`src/rtl/ntcdtl_pkg.sv`:
```
package ntcdtl_pkg;

  localparam int STORED_ENTRIES    = 42;
  localparam int TABLE_ENTRIES_DEF = 42;
  localparam int STORED_IDX_W      = 6;

  localparam int ADC_W    = 16;
  localparam int SUP_W    = 13;
  localparam int DIVR_W   = 20;
  localparam int OHM_W    = 24;
  localparam int RES_W    = 32;
  localparam int TEMP_W   = 15;
  localparam int STATUS_W = 2;

  localparam int CFG_IDX_W  = 2;
  localparam int CFG_DATA_W = 20;

  localparam logic [CFG_IDX_W-1:0] CFG_SUPPLY    = 2'd0;
  localparam logic [CFG_IDX_W-1:0] CFG_DIVIDER   = 2'd1;
  localparam logic [CFG_IDX_W-1:0] CFG_NTC_UPPER = 2'd2;

  localparam logic [SUP_W-1:0]  SUPPLY_RST  = 13'd3000;
  localparam logic [DIVR_W-1:0] DIVIDER_RST = 20'd10000;

  localparam logic [STATUS_W-1:0] ST_VALID = 2'd0;
  localparam logic [STATUS_W-1:0] ST_ABOVE = 2'd1;
  localparam logic [STATUS_W-1:0] ST_BELOW = 2'd2;

  localparam int LOWEST_CENTI = -5500;
  localparam int STEP_CENTI   = 500;

  // shared restoring divider
  localparam int DIV_NUM_W = 40;
  localparam int DIV_DEN_W = 24;
  localparam int DIV_CNT_W = 6;
  localparam int DIV_FULL  = 40;
  localparam int DIV_SHORT = 10;

  typedef enum logic [2:0] {
    SEL_COLD_FLAG,
    SEL_HOT_FLAG,
    SEL_COLD,
    SEL_HOT,
    SEL_INTERP
  } res_sel_t;

  typedef struct packed {
    logic     in_load;
    logic     mul;
    logic     span_sel;
    logic     div1_start;
    logic     res_load;
    logic     srch_step;
    logic     div2_start;
    logic     out_load;
    res_sel_t res_sel;
  } cmd_t;

  typedef struct packed {
    logic gt;
    logic lt;
    logic div_busy;
    logic clamp_cold;
    logic clamp_hot;
    logic srch_done;
  } sts_t;

  function automatic int used_entries(input int n);
    int u;
    u = (n < STORED_ENTRIES) ? n : STORED_ENTRIES;
    if (u < 2) begin
      u = 2;
    end
    return u;
  endfunction

  // ntc resistance per 5 degree step, ohms with 4 fraction bits
  function automatic logic [OHM_W-1:0] ohms_q4(input logic [STORED_IDX_W-1:0] idx);
    logic [OHM_W-1:0] r;
    unique case (idx)
      6'd0:    r = 24'd15385280;
      6'd1:    r = 24'd10702720;
      6'd2:    r = 24'd7540320;
      6'd3:    r = 24'd5376960;
      6'd4:    r = 24'd3878880;
      6'd5:    r = 24'd2828960;
      6'd6:    r = 24'd2085120;
      6'd7:    r = 24'd1552320;
      6'd8:    r = 24'd1166768;
      6'd9:    r = 24'd885024;
      6'd10:   r = 24'd677200;
      6'd11:   r = 24'd522512;
      6'd12:   r = 24'd406400;
      6'd13:   r = 24'd318512;
      6'd14:   r = 24'd251456;
      6'd15:   r = 24'd199904;
      6'd16:   r = 24'd160000;
      6'd17:   r = 24'd128883;
      6'd18:   r = 24'd104461;
      6'd19:   r = 24'd85166;
      6'd20:   r = 24'd69832;
      6'd21:   r = 24'd57570;
      6'd22:   r = 24'd47710;
      6'd23:   r = 24'd39739;
      6'd24:   r = 24'd33259;
      6'd25:   r = 24'd27966;
      6'd26:   r = 24'd23621;
      6'd27:   r = 24'd20037;
      6'd28:   r = 24'd17067;
      6'd29:   r = 24'd14596;
      6'd30:   r = 24'd12531;
      6'd31:   r = 24'd10798;
      6'd32:   r = 24'd9338;
      6'd33:   r = 24'd8104;
      6'd34:   r = 24'd7056;
      6'd35:   r = 24'd6163;
      6'd36:   r = 24'd5400;
      6'd37:   r = 24'd4746;
      6'd38:   r = 24'd4183;
      6'd39:   r = 24'd3698;
      6'd40:   r = 24'd3277;
      6'd41:   r = 24'd2912;
      default: r = '0;
    endcase
    return r;
  endfunction

endpackage

```
`src/rtl/ntcdtl_in_if.sv`:
```
interface ntcdtl_in_if;
  logic                           valid;
  logic                           ready;
  logic [ntcdtl_pkg::ADC_W-1:0]   adc_millivolts;

  modport source (output valid, output adc_millivolts, input ready);
  modport sink   (input valid, input adc_millivolts, output ready);
endinterface

```
`src/rtl/ntcdtl_out_if.sv`:
```
interface ntcdtl_out_if;
  logic                                 valid;
  logic                                 ready;
  logic signed [ntcdtl_pkg::TEMP_W-1:0] temperature_centi;
  logic [ntcdtl_pkg::STATUS_W-1:0]      range_status;

  modport source (output valid, output temperature_centi, output range_status, input ready);
  modport sink   (input valid, input temperature_centi, input range_status, output ready);
endinterface

```
`src/rtl/ntcdtl_div.sv`:
```
module ntcdtl_div (
  input  logic                             clk,
  input  logic                             rst_n,
  input  logic                             start,
  input  logic [ntcdtl_pkg::DIV_DEN_W-1:0] rem_init,
  input  logic [ntcdtl_pkg::DIV_NUM_W-1:0] quo_init,
  input  logic [ntcdtl_pkg::DIV_DEN_W-1:0] den,
  input  logic [ntcdtl_pkg::DIV_CNT_W-1:0] count,
  output logic                             busy,
  output logic [ntcdtl_pkg::DIV_NUM_W-1:0] quo,
  output logic [ntcdtl_pkg::DIV_DEN_W-1:0] rem
);

  localparam int NW = ntcdtl_pkg::DIV_NUM_W;
  localparam int DW = ntcdtl_pkg::DIV_DEN_W;
  localparam int CW = ntcdtl_pkg::DIV_CNT_W;

  logic [DW-1:0] rem_r, rem_nxt;
  logic [NW-1:0] quo_r, quo_nxt;
  logic [DW-1:0] den_r;
  logic [CW-1:0] cnt_r, cnt_nxt;
  logic          busy_r, busy_nxt;

  logic [DW:0] trial;
  logic [DW:0] diff;
  logic        ge;

  assign trial = {rem_r, quo_r[NW-1]};
  assign diff  = trial - {1'b0, den_r};
  assign ge    = trial >= {1'b0, den_r};

  always_comb begin
    rem_nxt  = rem_r;
    quo_nxt  = quo_r;
    cnt_nxt  = cnt_r;
    busy_nxt = busy_r;
    if (start) begin
      rem_nxt  = rem_init;
      quo_nxt  = quo_init;
      cnt_nxt  = count;
      busy_nxt = 1'b1;
    end else if (busy_r) begin
      rem_nxt = ge ? diff[DW-1:0] : trial[DW-1:0];
      quo_nxt = {quo_r[NW-2:0], ge};
      cnt_nxt = cnt_r - CW'(1);
      if (cnt_r == CW'(1)) begin
        busy_nxt = 1'b0;
      end
    end
  end

  always_ff @(posedge clk) begin
    if (!rst_n) begin
      busy_r <= 1'b0;
      cnt_r  <= '0;
    end else begin
      busy_r <= busy_nxt;
      cnt_r  <= cnt_nxt;
    end
  end

  always_ff @(posedge clk) begin
    rem_r <= rem_nxt;
    quo_r <= quo_nxt;
    if (start) begin
      den_r <= den;
    end
  end

  assign busy = busy_r;
  assign quo  = quo_r;
  assign rem  = rem_r;

endmodule

```
`src/rtl/ntcdtl_dp.sv`:
```
module ntcdtl_dp #(
  parameter int TABLE_ENTRIES = ntcdtl_pkg::TABLE_ENTRIES_DEF
) (
  input  logic                                  clk,
  input  logic                                  rst_n,
  input  logic                                  cfg_we,
  input  logic [ntcdtl_pkg::CFG_IDX_W-1:0]      cfg_index,
  input  logic [ntcdtl_pkg::CFG_DATA_W-1:0]     cfg_wdata,
  input  logic [ntcdtl_pkg::ADC_W-1:0]          in_adc,
  input  ntcdtl_pkg::cmd_t                      cmd,
  output ntcdtl_pkg::sts_t                      sts,
  output logic signed [ntcdtl_pkg::TEMP_W-1:0]  out_temp,
  output logic [ntcdtl_pkg::STATUS_W-1:0]       out_status
);

  localparam int USED = ntcdtl_pkg::used_entries(TABLE_ENTRIES);
  localparam int IW   = $clog2(USED);
  localparam int OW   = ntcdtl_pkg::OHM_W;
  localparam int SW   = ntcdtl_pkg::STORED_IDX_W;
  localparam int TW   = ntcdtl_pkg::TEMP_W;

  localparam logic [OW-1:0] RMAX = ntcdtl_pkg::ohms_q4(SW'(0));
  localparam logic [OW-1:0] RMIN = ntcdtl_pkg::ohms_q4(SW'(USED - 1));
  localparam logic [TW-1:0] COLD_T = TW'(ntcdtl_pkg::LOWEST_CENTI);
  localparam logic [TW-1:0] HOT_T  =
    TW'(ntcdtl_pkg::LOWEST_CENTI + ntcdtl_pkg::STEP_CENTI * (USED - 1));

  // configuration
  logic [ntcdtl_pkg::SUP_W-1:0]  sup_r;
  logic [ntcdtl_pkg::DIVR_W-1:0] divr_r;
  logic                          upper_r;

  always_ff @(posedge clk) begin
    if (!rst_n) begin
      sup_r   <= ntcdtl_pkg::SUPPLY_RST;
      divr_r  <= ntcdtl_pkg::DIVIDER_RST;
      upper_r <= 1'b0;
    end else if (cfg_we) begin
      unique case (cfg_index)
        ntcdtl_pkg::CFG_SUPPLY:    sup_r   <= cfg_wdata[ntcdtl_pkg::SUP_W-1:0];
        ntcdtl_pkg::CFG_DIVIDER:   divr_r  <= cfg_wdata[ntcdtl_pkg::DIVR_W-1:0];
        ntcdtl_pkg::CFG_NTC_UPPER: upper_r <= cfg_wdata[0];
        default: ;
      endcase
    end
  end

  logic [ntcdtl_pkg::ADC_W-1:0] v_r;
  logic [OW-1:0]                r16;

  assign r16 = {divr_r, 4'b0000};

  // span check products
  logic [OW-1:0] v_addend;
  logic [OW-1:0] s_op;
  logic [OW:0]   v_sum;
  logic [40:0]   pv, pv_r;
  logic [36:0]   ps, ps_r;

  assign v_addend = (upper_r == cmd.span_sel) ? RMAX : RMIN;
  assign s_op     = upper_r ? r16 : (cmd.span_sel ? RMIN : RMAX);
  assign v_sum    = {1'b0, r16} + {1'b0, v_addend};
  assign pv       = 41'(v_r) * 41'(v_sum);
  assign ps       = 37'(sup_r) * 37'(s_op);

  // resistance division setup
  logic [ntcdtl_pkg::ADC_W-1:0]     dsv;
  logic [ntcdtl_pkg::ADC_W-1:0]     mul_b;
  logic [ntcdtl_pkg::DIV_NUM_W-1:0] num1;
  logic [ntcdtl_pkg::DIV_DEN_W-1:0] den1;
  logic                             sat_now, sat_r;

  assign dsv   = {3'b000, sup_r} - v_r;
  assign mul_b = upper_r ? dsv : v_r;
  assign num1  = 40'(r16) * 40'(mul_b);
  assign den1  = upper_r ? {8'h00, v_r} : {8'h00, dsv};
  assign sat_now = upper_r ? (({3'b000, sup_r} < v_r) || (v_r == '0))
                           : ({3'b000, sup_r} <= v_r);

  // table search
  logic [ntcdtl_pkg::RES_W-1:0] res_r;
  logic [IW-1:0]                lo_r, hi_r;
  logic [IW:0]                  mid_sum;
  logic [IW-1:0]                mid;
  logic [IW:0]                  mid_p1;
  logic [IW:0]                  lo_p1;
  logic [OW-1:0]                t_mid;
  logic [OW-1:0]                t_hi, t_lo;

  assign mid_sum = {1'b0, lo_r} + {1'b0, hi_r};
  assign mid     = mid_sum[IW:1];
  assign mid_p1  = {1'b0, mid} + (IW+1)'(1);
  assign lo_p1   = {1'b0, lo_r} + (IW+1)'(1);
  assign t_mid   = ntcdtl_pkg::ohms_q4(SW'(mid_p1));
  assign t_hi    = ntcdtl_pkg::ohms_q4(SW'(lo_r));
  assign t_lo    = ntcdtl_pkg::ohms_q4(SW'(lo_p1));

  // interpolation division setup
  logic [OW-1:0] den2;
  logic [OW-1:0] dr;
  logic [32:0]   n2;

  assign den2 = t_hi - t_lo;
  assign dr   = t_hi - res_r[OW-1:0];
  assign n2   = 33'(dr) * 33'(ntcdtl_pkg::STEP_CENTI);

  // shared divider
  logic                             div_start;
  logic [ntcdtl_pkg::DIV_DEN_W-1:0] div_rem_init;
  logic [ntcdtl_pkg::DIV_NUM_W-1:0] div_quo_init;
  logic [ntcdtl_pkg::DIV_DEN_W-1:0] div_den;
  logic [ntcdtl_pkg::DIV_CNT_W-1:0] div_count;
  logic                             div_busy;
  logic [ntcdtl_pkg::DIV_NUM_W-1:0] div_quo;
  logic [ntcdtl_pkg::DIV_DEN_W-1:0] div_rem;

  assign div_start    = cmd.div1_start | cmd.div2_start;
  assign div_rem_init = cmd.div2_start ? 24'(n2[32:10]) : '0;
  assign div_quo_init = cmd.div2_start ? {n2[9:0], 30'b0} : num1;
  assign div_den      = cmd.div2_start ? den2 : den1;
  assign div_count    = cmd.div2_start ? ntcdtl_pkg::DIV_CNT_W'(ntcdtl_pkg::DIV_SHORT)
                                       : ntcdtl_pkg::DIV_CNT_W'(ntcdtl_pkg::DIV_FULL);

  ntcdtl_div u_div (
    .clk      (clk),
    .rst_n    (rst_n),
    .start    (div_start),
    .rem_init (div_rem_init),
    .quo_init (div_quo_init),
    .den      (div_den),
    .count    (div_count),
    .busy     (div_busy),
    .quo      (div_quo),
    .rem      (div_rem)
  );

  // interpolated temperature, truncated toward zero
  logic [16:0] base;
  logic [16:0] interp_sum;
  logic [16:0] interp;

  assign base = 17'(ntcdtl_pkg::LOWEST_CENTI)
              + 17'(17'(lo_r) * 17'(ntcdtl_pkg::STEP_CENTI));
  assign interp_sum = base + 17'(div_quo[9:0]);
  assign interp = (interp_sum[16] && (div_rem != '0)) ? interp_sum + 17'd1 : interp_sum;

  always_ff @(posedge clk) begin
    if (cmd.in_load) begin
      v_r <= in_adc;
    end
    if (cmd.mul) begin
      pv_r <= pv;
      ps_r <= ps;
    end
    if (cmd.div1_start) begin
      sat_r <= sat_now;
    end
    if (cmd.res_load) begin
      res_r <= (sat_r || (div_quo[39:32] != '0)) ? '1 : div_quo[31:0];
      lo_r  <= '0;
      hi_r  <= IW'(USED - 2);
    end else if (cmd.srch_step) begin
      if ({8'h00, t_mid} <= res_r) begin
        hi_r <= mid;
      end else begin
        lo_r <= mid_p1[IW-1:0];
      end
    end
    if (cmd.out_load) begin
      unique case (cmd.res_sel)
        ntcdtl_pkg::SEL_COLD_FLAG: begin
          out_temp   <= COLD_T;
          out_status <= ntcdtl_pkg::ST_ABOVE;
        end
        ntcdtl_pkg::SEL_HOT_FLAG: begin
          out_temp   <= HOT_T;
          out_status <= ntcdtl_pkg::ST_BELOW;
        end
        ntcdtl_pkg::SEL_COLD: begin
          out_temp   <= COLD_T;
          out_status <= ntcdtl_pkg::ST_VALID;
        end
        ntcdtl_pkg::SEL_HOT: begin
          out_temp   <= HOT_T;
          out_status <= ntcdtl_pkg::ST_VALID;
        end
        default: begin
          out_temp   <= interp[TW-1:0];
          out_status <= ntcdtl_pkg::ST_VALID;
        end
      endcase
    end
  end

  assign sts.gt         = pv_r > {4'h0, ps_r};
  assign sts.lt         = pv_r < {4'h0, ps_r};
  assign sts.div_busy   = div_busy;
  assign sts.clamp_cold = res_r >= {8'h00, RMAX};
  assign sts.clamp_hot  = res_r <= {8'h00, RMIN};
  assign sts.srch_done  = lo_r == hi_r;

endmodule

```
`src/rtl/ntcdtl_ctrl.sv`:
```
module ntcdtl_ctrl (
  input  logic             clk,
  input  logic             rst_n,
  input  logic             in_valid,
  output logic             in_ready,
  output logic             out_valid,
  input  logic             out_ready,
  input  ntcdtl_pkg::sts_t sts,
  output ntcdtl_pkg::cmd_t cmd
);

  typedef enum logic [7:0] {
    S_IDLE   = 8'b0000_0001,
    S_SPAN_A = 8'b0000_0010,
    S_SPAN_B = 8'b0000_0100,
    S_CHECK  = 8'b0000_1000,
    S_DIV1   = 8'b0001_0000,
    S_SRCH   = 8'b0010_0000,
    S_DIV2   = 8'b0100_0000,
    S_FIN    = 8'b1000_0000
  } state_t;

  state_t                state_r, state_nxt;
  ntcdtl_pkg::res_sel_t  sel_r, sel_nxt;
  logic                  out_valid_r, out_valid_nxt;

  always_comb begin
    cmd         = '0;
    cmd.res_sel = sel_r;
    state_nxt   = state_r;
    sel_nxt     = sel_r;
    in_ready    = 1'b0;
    unique case (state_r)
      S_IDLE: begin
        in_ready = 1'b1;
        if (in_valid) begin
          cmd.in_load = 1'b1;
          state_nxt   = S_SPAN_A;
        end
      end
      S_SPAN_A: begin
        cmd.mul   = 1'b1;
        state_nxt = S_SPAN_B;
      end
      S_SPAN_B: begin
        if (sts.gt) begin
          sel_nxt   = ntcdtl_pkg::SEL_COLD_FLAG;
          state_nxt = S_FIN;
        end else begin
          cmd.mul      = 1'b1;
          cmd.span_sel = 1'b1;
          state_nxt    = S_CHECK;
        end
      end
      S_CHECK: begin
        if (sts.lt) begin
          sel_nxt   = ntcdtl_pkg::SEL_HOT_FLAG;
          state_nxt = S_FIN;
        end else begin
          cmd.div1_start = 1'b1;
          state_nxt      = S_DIV1;
        end
      end
      S_DIV1: begin
        if (!sts.div_busy) begin
          cmd.res_load = 1'b1;
          state_nxt    = S_SRCH;
        end
      end
      S_SRCH: begin
        priority if (sts.clamp_cold) begin
          sel_nxt   = ntcdtl_pkg::SEL_COLD;
          state_nxt = S_FIN;
        end else if (sts.clamp_hot) begin
          sel_nxt   = ntcdtl_pkg::SEL_HOT;
          state_nxt = S_FIN;
        end else if (sts.srch_done) begin
          cmd.div2_start = 1'b1;
          state_nxt      = S_DIV2;
        end else begin
          cmd.srch_step = 1'b1;
        end
      end
      S_DIV2: begin
        if (!sts.div_busy) begin
          sel_nxt   = ntcdtl_pkg::SEL_INTERP;
          state_nxt = S_FIN;
        end
      end
      S_FIN: begin
        if (!out_valid_r || out_ready) begin
          cmd.out_load = 1'b1;
          state_nxt    = S_IDLE;
        end
      end
      default: begin
        state_nxt = S_IDLE;
      end
    endcase
  end

  always_comb begin
    if (cmd.out_load) begin
      out_valid_nxt = 1'b1;
    end else if (out_ready) begin
      out_valid_nxt = 1'b0;
    end else begin
      out_valid_nxt = out_valid_r;
    end
  end

  always_ff @(posedge clk) begin
    if (!rst_n) begin
      state_r     <= S_IDLE;
      sel_r       <= ntcdtl_pkg::SEL_COLD_FLAG;
      out_valid_r <= 1'b0;
    end else begin
      state_r     <= state_nxt;
      sel_r       <= sel_nxt;
      out_valid_r <= out_valid_nxt;
    end
  end

  assign out_valid = out_valid_r;

endmodule

```
`src/rtl/ntc_divider_temperature_lookup.sv`:
```
// from accept to result: the span check, then the resistance divide (40 bit-serial steps),
// the binary search, the interpolation divide and the result load, all on one shared
// divider; a word above or below the span goes to the result load after the span check,
// and one whose resistance lands on or past a table end skips the search and second divide
// throughput: one word at a time; the next word is taken the cycle after the result
// is loaded, even while it waits; reset: synchronous, active low, 3000 mV, 10000 ohm, lower
module ntc_divider_temperature_lookup #(
  parameter int TABLE_ENTRIES = ntcdtl_pkg::TABLE_ENTRIES_DEF
) (
  input  logic                              clk,
  input  logic                              rst_n,
  input  logic                              cfg_we,
  input  logic [ntcdtl_pkg::CFG_IDX_W-1:0]  cfg_index,
  input  logic [ntcdtl_pkg::CFG_DATA_W-1:0] cfg_wdata,
  ntcdtl_in_if.sink                         in_if,
  ntcdtl_out_if.source                      out_if
);

  localparam int USED = ntcdtl_pkg::used_entries(TABLE_ENTRIES);
  localparam int TW   = ntcdtl_pkg::TEMP_W;
  localparam logic signed [TW-1:0] COLD_T = TW'(ntcdtl_pkg::LOWEST_CENTI);
  localparam logic signed [TW-1:0] HOT_T  =
    TW'(ntcdtl_pkg::LOWEST_CENTI + ntcdtl_pkg::STEP_CENTI * (USED - 1));

  ntcdtl_pkg::cmd_t cmd_w;
  ntcdtl_pkg::sts_t sts_w;

  ntcdtl_ctrl u_ctrl (
    .clk       (clk),
    .rst_n     (rst_n),
    .in_valid  (in_if.valid),
    .in_ready  (in_if.ready),
    .out_valid (out_if.valid),
    .out_ready (out_if.ready),
    .sts       (sts_w),
    .cmd       (cmd_w)
  );

  ntcdtl_dp #(
    .TABLE_ENTRIES (TABLE_ENTRIES)
  ) u_dp (
    .clk        (clk),
    .rst_n      (rst_n),
    .cfg_we     (cfg_we),
    .cfg_index  (cfg_index),
    .cfg_wdata  (cfg_wdata),
    .in_adc     (in_if.adc_millivolts),
    .cmd        (cmd_w),
    .sts        (sts_w),
    .out_temp   (out_if.temperature_centi),
    .out_status (out_if.range_status)
  );

  a_busy_after_accept: assert property (@(posedge clk) disable iff (!rst_n)
    in_if.valid && in_if.ready |=> !in_if.ready)
    else $error("input taken while a word is in flight");

  a_div_starts: assert property (@(posedge clk) disable iff (!rst_n)
    cmd_w.div1_start |=> sts_w.div_busy)
    else $error("divider did not start");

  a_above_cold: assert property (@(posedge clk) disable iff (!rst_n)
    out_if.valid && (out_if.range_status == ntcdtl_pkg::ST_ABOVE)
      |-> out_if.temperature_centi == COLD_T)
    else $error("above span without coldest temperature");

  a_below_hot: assert property (@(posedge clk) disable iff (!rst_n)
    out_if.valid && (out_if.range_status == ntcdtl_pkg::ST_BELOW)
      |-> out_if.temperature_centi == HOT_T)
    else $error("below span without hottest temperature");

  a_temp_range: assert property (@(posedge clk) disable iff (!rst_n)
    out_if.valid |-> (out_if.temperature_centi >= COLD_T)
                     && (out_if.temperature_centi <= HOT_T))
    else $error("temperature outside table range");

endmodule
```
`src/flat_wrapper.sv`:
```
// flat-port wrapper written by rule: the top's interface ports become plain ports
module ntc_divider_temperature_lookup_flat 
#(
  parameter int TABLE_ENTRIES = ntcdtl_pkg::TABLE_ENTRIES_DEF
)
  (clk, rst_n, cfg_we, cfg_index, cfg_wdata, in_if_valid, in_if_adc_millivolts, in_if_ready, out_if_valid, out_if_temperature_centi, out_if_range_status, out_if_ready);
  ntcdtl_in_if in_if_i ();
  ntcdtl_out_if out_if_i ();
  input  logic clk;
  input  logic rst_n;
  input  logic cfg_we;
  input  logic [ntcdtl_pkg::CFG_IDX_W-1:0] cfg_index;
  input  logic [ntcdtl_pkg::CFG_DATA_W-1:0] cfg_wdata;
  input wire logic [$bits(in_if_i.valid)-1:0] in_if_valid;
  input wire logic [$bits(in_if_i.adc_millivolts)-1:0] in_if_adc_millivolts;
  output wire logic [$bits(in_if_i.ready)-1:0] in_if_ready;
  output wire logic [$bits(out_if_i.valid)-1:0] out_if_valid;
  output wire logic [$bits(out_if_i.temperature_centi)-1:0] out_if_temperature_centi;
  output wire logic [$bits(out_if_i.range_status)-1:0] out_if_range_status;
  input wire logic [$bits(out_if_i.ready)-1:0] out_if_ready;
  assign in_if_i.valid = in_if_valid;
  assign in_if_i.adc_millivolts = in_if_adc_millivolts;
  assign in_if_ready = in_if_i.ready;
  assign out_if_valid = out_if_i.valid;
  assign out_if_temperature_centi = out_if_i.temperature_centi;
  assign out_if_range_status = out_if_i.range_status;
  assign out_if_i.ready = out_if_ready;
  ntc_divider_temperature_lookup #(.TABLE_ENTRIES(TABLE_ENTRIES)) u_core (.clk(clk), .rst_n(rst_n), .cfg_we(cfg_we), .cfg_index(cfg_index), .cfg_wdata(cfg_wdata), .in_if(in_if_i), .out_if(out_if_i));
endmodule
```
`config.mk`:
```
export PLATFORM = sky130hd
export DESIGN_NAME = ntc_divider_temperature_lookup_flat
export DESIGN_NICKNAME = d
export VERILOG_FILES = /design/src/rtl/ntcdtl_pkg.sv /design/src/rtl/ntcdtl_in_if.sv /design/src/rtl/ntcdtl_out_if.sv /design/src/rtl/ntcdtl_div.sv /design/src/rtl/ntcdtl_dp.sv /design/src/rtl/ntcdtl_ctrl.sv /design/src/rtl/ntc_divider_temperature_lookup.sv /design/src/flat_wrapper.sv
export SDC_FILE = /design/constraint.sdc
export NUM_CORES = 2
export LEC_CHECK = 0
export BUFFER_PORTS_ARGS = -buffer_cell sky130_fd_sc_hd__buf_4
export CAP_MARGIN = 20
export CORE_ASPECT_RATIO = 0.8
export CORE_UTILIZATION = 25
export DETAILED_ROUTE_END_ITERATION = 10
export PLACE_DENSITY_LB_ADDON = 0.25
export SLEW_MARGIN = 10
export SYNTH_ARGS = -nofsm -noshare
export SYNTH_HDL_FRONTEND = slang
export SYNTH_MEMORY_MAX_BITS = 65536
export SYNTH_SLANG_ARGS = --single-unit
```
`constraint.sdc`:
```
create_clock -name clk -period 14.1 [get_ports clk]
set_clock_uncertainty 0.2 [all_clocks]
set_input_delay 1.41 -clock clk [delete_from_list [all_inputs] [get_ports clk]]
set_output_delay 1.41 -clock clk [all_outputs]
set_load 0.03 [all_outputs]
```
-- Word-level counts from Yosys, hierarchy flattened
Memories as Yosys holds them, arrays and structs flattened. A register that Yosys moved wholly into a read port is not among the register bits.
Index checks and enable logic that the tools add are counted.
- $add $sub $neg: 12
- multiply operators: 5
- magnitude comparators: 8
- equality and inequality tests: 24
- muxes and demuxes: 60
- bitwise gates (word level): 2
- reduce and logical (&&, ||, !) cells: 22
- operator list (operator ; count):
    $mux W24 ; 7
    $mux W40 ; 3
    $mux W8 ; 9
    $sub A24 B24 Y24 ; 3
    $pmux W8 S8 ; 1
    $gt A41 B37 Y1 ; 1
    $lt A41 B37 Y1 ; 1
    $mul A16 B25 Y41 ; 1
    $mul A13 B24 Y37 ; 1
    $mul A20 B16 Y36 ; 1
    $ge A32 B24 Y1 const B ; 1
    $le A24 B32 Y1 ; 1
    $le A32 B12 Y1 const B ; 1
    $mux W16 ; 2
    $mul A24 B7 Y31 const B ; 1
    $mux W6 ; 5
    $pmux W15 S2 ; 1
    $add A24 B24 Y25 ; 1
    $ge A25 B24 Y1 ; 1
    $reduce_bool A24 Y1 ; 1
    $mux W23 ; 1
    $mux W1 ; 18
    $add A14 B16 Y17 const A ; 1
    $add A17 B10 Y17 ; 1
    47 further kinds ; 69
- register bits after elaboration: 297
- memory bits (read-only): 4608
- bits of input ports: 43
- output and inout bits: 19
- memories kept: 3
- memory list (memory ; words ; bits a word ; read ports ; clocked after Yosys merged registers in ; write ports ; RTL line ; text):
    (no name shown) ; 64 ; 24 ; 1 ; 0 ; 0 ; ntcdtl_pkg.sv:80 ; unique case (idx)
    (no name shown) ; 64 ; 24 ; 1 ; 1 ; 0 ; ntcdtl_pkg.sv:80 ;
    (no name shown) ; 64 ; 24 ; 1 ; 0 ; 0 ; ntcdtl_pkg.sv:80 ;

-- Depth between registers and ports, before layout
- depth in word-level cells: 8
- depth in mapped cells: 49

-- Modules after synthesis
From an unflattened synthesis, not the netlist that was laid out.
- cells, all modules: 6590
- area total of the unflattened synthesis: 57615.3 um2
- modules (own cells, without submodules) (module ; times used ; cells each ; area each (um2) ; sequential area each (um2)):
    ntcdtl_dp ; 1 ; 6024 ; 51375.5 ; 5485.3
    ntcdtl_div ; 1 ; 465 ; 5472.7 ; 2782.7
    ntcdtl_ctrl ; 1 ; 101 ; 767.0 ; 240.2

-- Worst setup path after synthesis
OpenSTA, ideal clock, no wires.
- path type: reg-to-reg
- start: register u_core.u_dp.pv_r[18]
- end: register u_core.u_dp.pv_r[40], data pin
- library setup time: 268 ps
- arrival: 10508 ps
- required time: 13632 ps
- path slack: 3124 ps
- cell stages (with the launch flop): 48
- buffers on the path: 2
- clock period less this slack: 10976 ps
- path through: edfxtp_1 ha_1 a21o_1 a21o_1 a21o_1 a211oi_1 o31a_1 nand4_1 nand2_1 o21a_1 and2_1 clkbuf_1 or2_2 inv_1 ha_1 o21a_1 o21ai_0 nand2_1 (+12 left out) inv_1 fa_1 fa_1 inv_1 fa_1 inv_1 ha_1 and3_1 a31o_2 a21oi_1 o211ai_1 a2111oi_1 nor4_1 o21a_1 nor2_1 a21oi_1 o41ai_1 xnor2_1
- cells in the longest elaborated chain, start to end: 7
- ends and longest elaborated chain (item ; RTL line ; text):
    start: declaration ; ntcdtl_dp.sv:57 ; logic [40:0] pv, pv_r;
    start signal: assignment ; ntcdtl_dp.sv:152 ; pv_r <= pv;
    $gt A41 B37 Y1 ; ntcdtl_dp.sv:195 ; assign sts.gt = pv_r > {4'h0, ps_r};
    $mux W2 ; ntcdtl_ctrl.sv:46 ; if (sts.gt) begin
    $mux W1 ; ntcdtl_ctrl.sv:33 ; unique case (state_r)
    $eq A1 B1 Y1 ; ntcdtl_dp.sv:60 ; assign v_addend = (upper_r == cmd.span_sel) ? RMAX : RMIN;
    $mux W24 ; ntcdtl_dp.sv:60 ;
    $add A24 B24 Y25 ; ntcdtl_dp.sv:62 ; assign v_sum = {1'b0, r16} + {1'b0, v_addend};
    $mul A16 B25 Y41 ; ntcdtl_dp.sv:63 ; assign pv = 41'(v_r) * 41'(v_sum);
    via u_core.u_dp.pv[40] ; ntcdtl_dp.sv:57 ;
The timed path passes the listed nets, and every way through them passes these cells.
A chain may end at the register's enable or synchronous reset.

-- Worst setup path after layout
Same ends and word-level chain as after synthesis.

==> results.json <==
{
  "outcome": "completed",
  "asyncSetResetFlopFracSynth": 0,
  "floorplan.initialDensity": 0.252,
  "routed_wl_um": 176000,
  "grt_first_pass_wirelength_um": 274000,
  "clk_transition_reported_paths_ps": 60,
  "fp-row-count": 155,
  "arrival_ps": 12570,
  "critical-path-slowest-cell": "mux2i_1",
  "tightestPinTransition_ps": 1100,
  "final_max_slew_viol_count": 0,
  "drt-pass1-iter-count": 6,
  "globalRouteMet1Util": 0.224,
  "ys_seq_area_frac": 0.151,
  "grt_util_met3": 0.0235,
  "final_setup_margin_ps": 1660,
  "startpoint_of_the_most_critical_register_to_register_path": "u_core.u_dp.pv_r[18]",
  "worst_slew_margin_rel": 0.258,
  "largest_net_degree_at_the_start_of_global_routing": 71,
  "avgViaCountPerCell": 4.75,
  "layout.cells.most_common_list": "inv_1, nand2_1, fa_1",
  "place_hpwl_um": 139000,
  "boundaryPins": 62,
  "hold_path.startpoint": "u_core.u_dp.hi_r[3]",
  "design.core.area_um2": 224000,
  "setup_viol": 0,
  "layout-drive-gt1-share": 0.0604,
  "synth_edf_count": 224,
  "synth_area_um2": 56500,
  "synthDistinctLibCells": 105,
  "mapped_cells": 6396,
  "timing_hold_violations_final": 0,
  "timing.hold.worst.class": "flip-flop to flip-flop",
  "fin_crit_sh": 0.882,
  "cts_inserted_buffers": 40,
  "place.gp.congestion": 0.882,
  "maxClockFrequency_mhz": 80.4,
  "r2r-end": "u_core.u_dp.pv_r[40]",
  "critical_path_data_required_time_ps": 14230,
  "floorplan.die.width_um": 533,
  "crit_fanout": 12,
  "synthToLayoutAreaGrowth_pct": 9.38,
  "cts.path.max_buffers": 3,
  "ctsResizeCount": 0,
  "worst_setup_path_end_kind": "flip-flop",
  "detail_route.wl_per_cell_um": 18.8,
  "clk_root_buffer_cell": "clkbuf_16",
  "antenna_violations_before_repair": 6,
  "worst_setup_path_startpoint": "u_core.u_dp.pv_r[18]",
  "synth_seq_cells": 313,
  "grt_use_total": 0.154,
  "mappedNetlistNets": 7852,
  "synthesis.area_per_instance_um2": 8.83,
  "endpoint": "u_core.u_dp.pv_r[40]",
  "num-nets-final": 7782,
  "crit_path_start_kind": "flip-flop",
  "crit_path_max_incr_delay_ps": 540,
  "die_outline_area_um2": 228000,
  "r2r_cells": 45,
  "max_cap_violations": 0,
  "path_class": "flip-flop to flip-flop",
  "drc": 0,
  "instances_no_fill": 9345,
  "place_worst_setup_slack_ps": 1830,
  "place_inst": 9267,
  "htree_levels": 2,
  "routing_usage_on_met2": 0.240,
  "globalRouteOverflowTotal": 0,
  "clock_network_latency_to_the_later_pin_of_the_worst_skew_pair_ps": 650,
  "cts_tree": "yes",
  "initialDrtViolationCount": 3061,
  "regToRegSetupSlack_ps": 1660,
  "synthFlopType": "edfxtp_1",
  "grt_busiest_layer": "met2",
  "routed-via-count": 44400,
  "portBuffers": 61,
  "chipHeight_um": 427,
  "synth-warning-count": 0,
  "drt.antenna.violating_nets": 0,
  "finalWorstPathRequiredPeriod_ps": 12440,
  "crit_top_cell": "fa_1",
  "accumulated_negative_setup_slack_ps": 0,
  "cts.sinks": 313,
  "ctsHoldBuffers": 0,
  "grt_pass1_vias": 45200,
  "fill_cells": 24100,
  "cts_setup_buffers": 0,
  "grt_setup_unrepaired": "no",
  "most_frequent_standard_cell_in_the_layout_excluding_fill_and_tap_cells": "inv_1"
}
[layer usage]
layer / up-vias / routed length [um]
met5: - / 0
met4: 0 / 3860
met3: 179 / 10000
met2: 1165 / 76400
met1: 22400 / 85300
li1: 20700 / -
[per-stage QoR]
stage	hold WS (ps)	instance area [um2]	utilization
after global placement	273	60500	0.270
after global routing	323	61800	0.276
after detailed placement	281	60500	0.270
final	292	61800	0.276
after CTS	295	61800	0.276
after floorplan	246	56500	-
[cells by family (layout without fill, tap and decap cells)]
group	count (synthesis)	count (layout)	synth area share
simple gates	1943	1943	0.162
fa+ha+maj	1413	1413	0.422
buf+inv	1345	1307	0.0909
compound gates	1082	1082	0.126
flops	313	313	0.151
xor+xnor	249	249	0.0389
mux	51	51	0.00977
other cells	0	4	0
[synth_stat cells (7+ instances only)]
master,number,share of area
inv_1,1039,0.069
nand2_1,852,0.057
fa_1,818,0.29
ha_1,595,0.13
nor2_1,298,0.020
a21oi_1,296,0.026
clkbuf_1,261,0.017
and2_1,252,0.028
edfxtp_1,224,0.12
o21ai_0,202,0.018
xnor2_1,149,0.023
a21o_1,104,0.014
xor2_1,98,0.015
dfxtp_1,89,0.032
nor3_1,89,0.0079
nand3_1,86,0.0076
nor2b_1,71,0.0079
nand2b_1,59,0.0065
and3_1,58,0.0064
or2_2,47,0.0052
mux2i_1,45,0.0080
o211ai_1,44,0.0058
o21a_1,44,0.0058
o22ai_1,41,0.0045
a21boi_0,38,0.0051
o21bai_1,38,0.0051
a211oi_1,37,0.0049
nor4_1,35,0.0039
a31oi_1,32,0.0035
nand4_1,32,0.0035
a31o_2,27,0.0042
buf_2,24,0.0021
o31ai_1,20,0.0027
or3_1,17,0.0019
a22oi_1,16,0.0021
a311oi_1,11,0.0017
a221oi_1,10,0.0016
o31a_1,10,0.0016
nand3b_1,9,0.0012
a211o_1,8,0.0012
o221ai_1,8,0.0012
nor3b_1,7,0.00093
o311ai_0,7,0.0011
[layout make-up]
| type | instances | area (um2) | area share |
|---|---|---|---|
| diodes | 4 | 10.0 | 0.000162 |
| clock buffers | 45 | 1060 | 0.0172 |
| clock inverters | 29 | 223 | 0.00360 |
| inverters | 1045 | 3930 | 0.0636 |
| multi-input cells | 4738 | 42900 | 0.694 |
| flip-flops and latches | 313 | 8510 | 0.138 |
| well taps | 2983 | 3730 | 0.0604 |
| repair buffers | 188 | 1410 | 0.0228 |
[state kept, by name, indices dropped and copies added, names as in the netlist, 15 cells and up]
| name | cells |
|---|---|
| u_core.u_dp.res_r | 32 |
| u_core.u_dp.u_div.quo | 40 |
| u_core.u_dp.ps_r | 33 |
| u_core.u_dp.u_div.rem | 24 |
| u_core.u_dp.v_r | 16 |
| u_core.u_dp.u_div.den_r | 24 |
| u_core.u_dp.t_hi | 24 |
| u_core.u_dp.out_temp | 15 |
| u_core.u_dp.divr_r | 20 |
| u_core.u_dp.pv_r | 37 |
[worst min path at each step]
stage	to	slack, ps	cells after the start
2_1_floorplan	u_core.u_dp.hi_r[3]	250	2
3_3_place_gp	u_core.u_dp.hi_r[5]	270	2
3_5_place_dp	u_core.u_dp.hi_r[5]	280	2
4_1_cts	u_core.u_dp.hi_r[3]	300	2
5_1_grt	u_core.u_dp.hi_r[3]	320	2
6_report	u_core.u_dp.hi_r[3]	290	2
[worst max-delay path, delay by kind of cell, from the launching register on]
family | cells | cell delay (ps)
and+or+nand+nor | 9 | 2030
muxes | 1 | 540
xor gates and xnor gates | 1 | 120
buffers and inverters | 5 | 520
adders and majority gates | 9 | 3980
AOI/OAI and AO/OA | 20 | 4330
DFF | 1 | 370
Power is not shown: default switching activity piles up to over one toggle a cycle in this logic, so the estimate is an artifact.
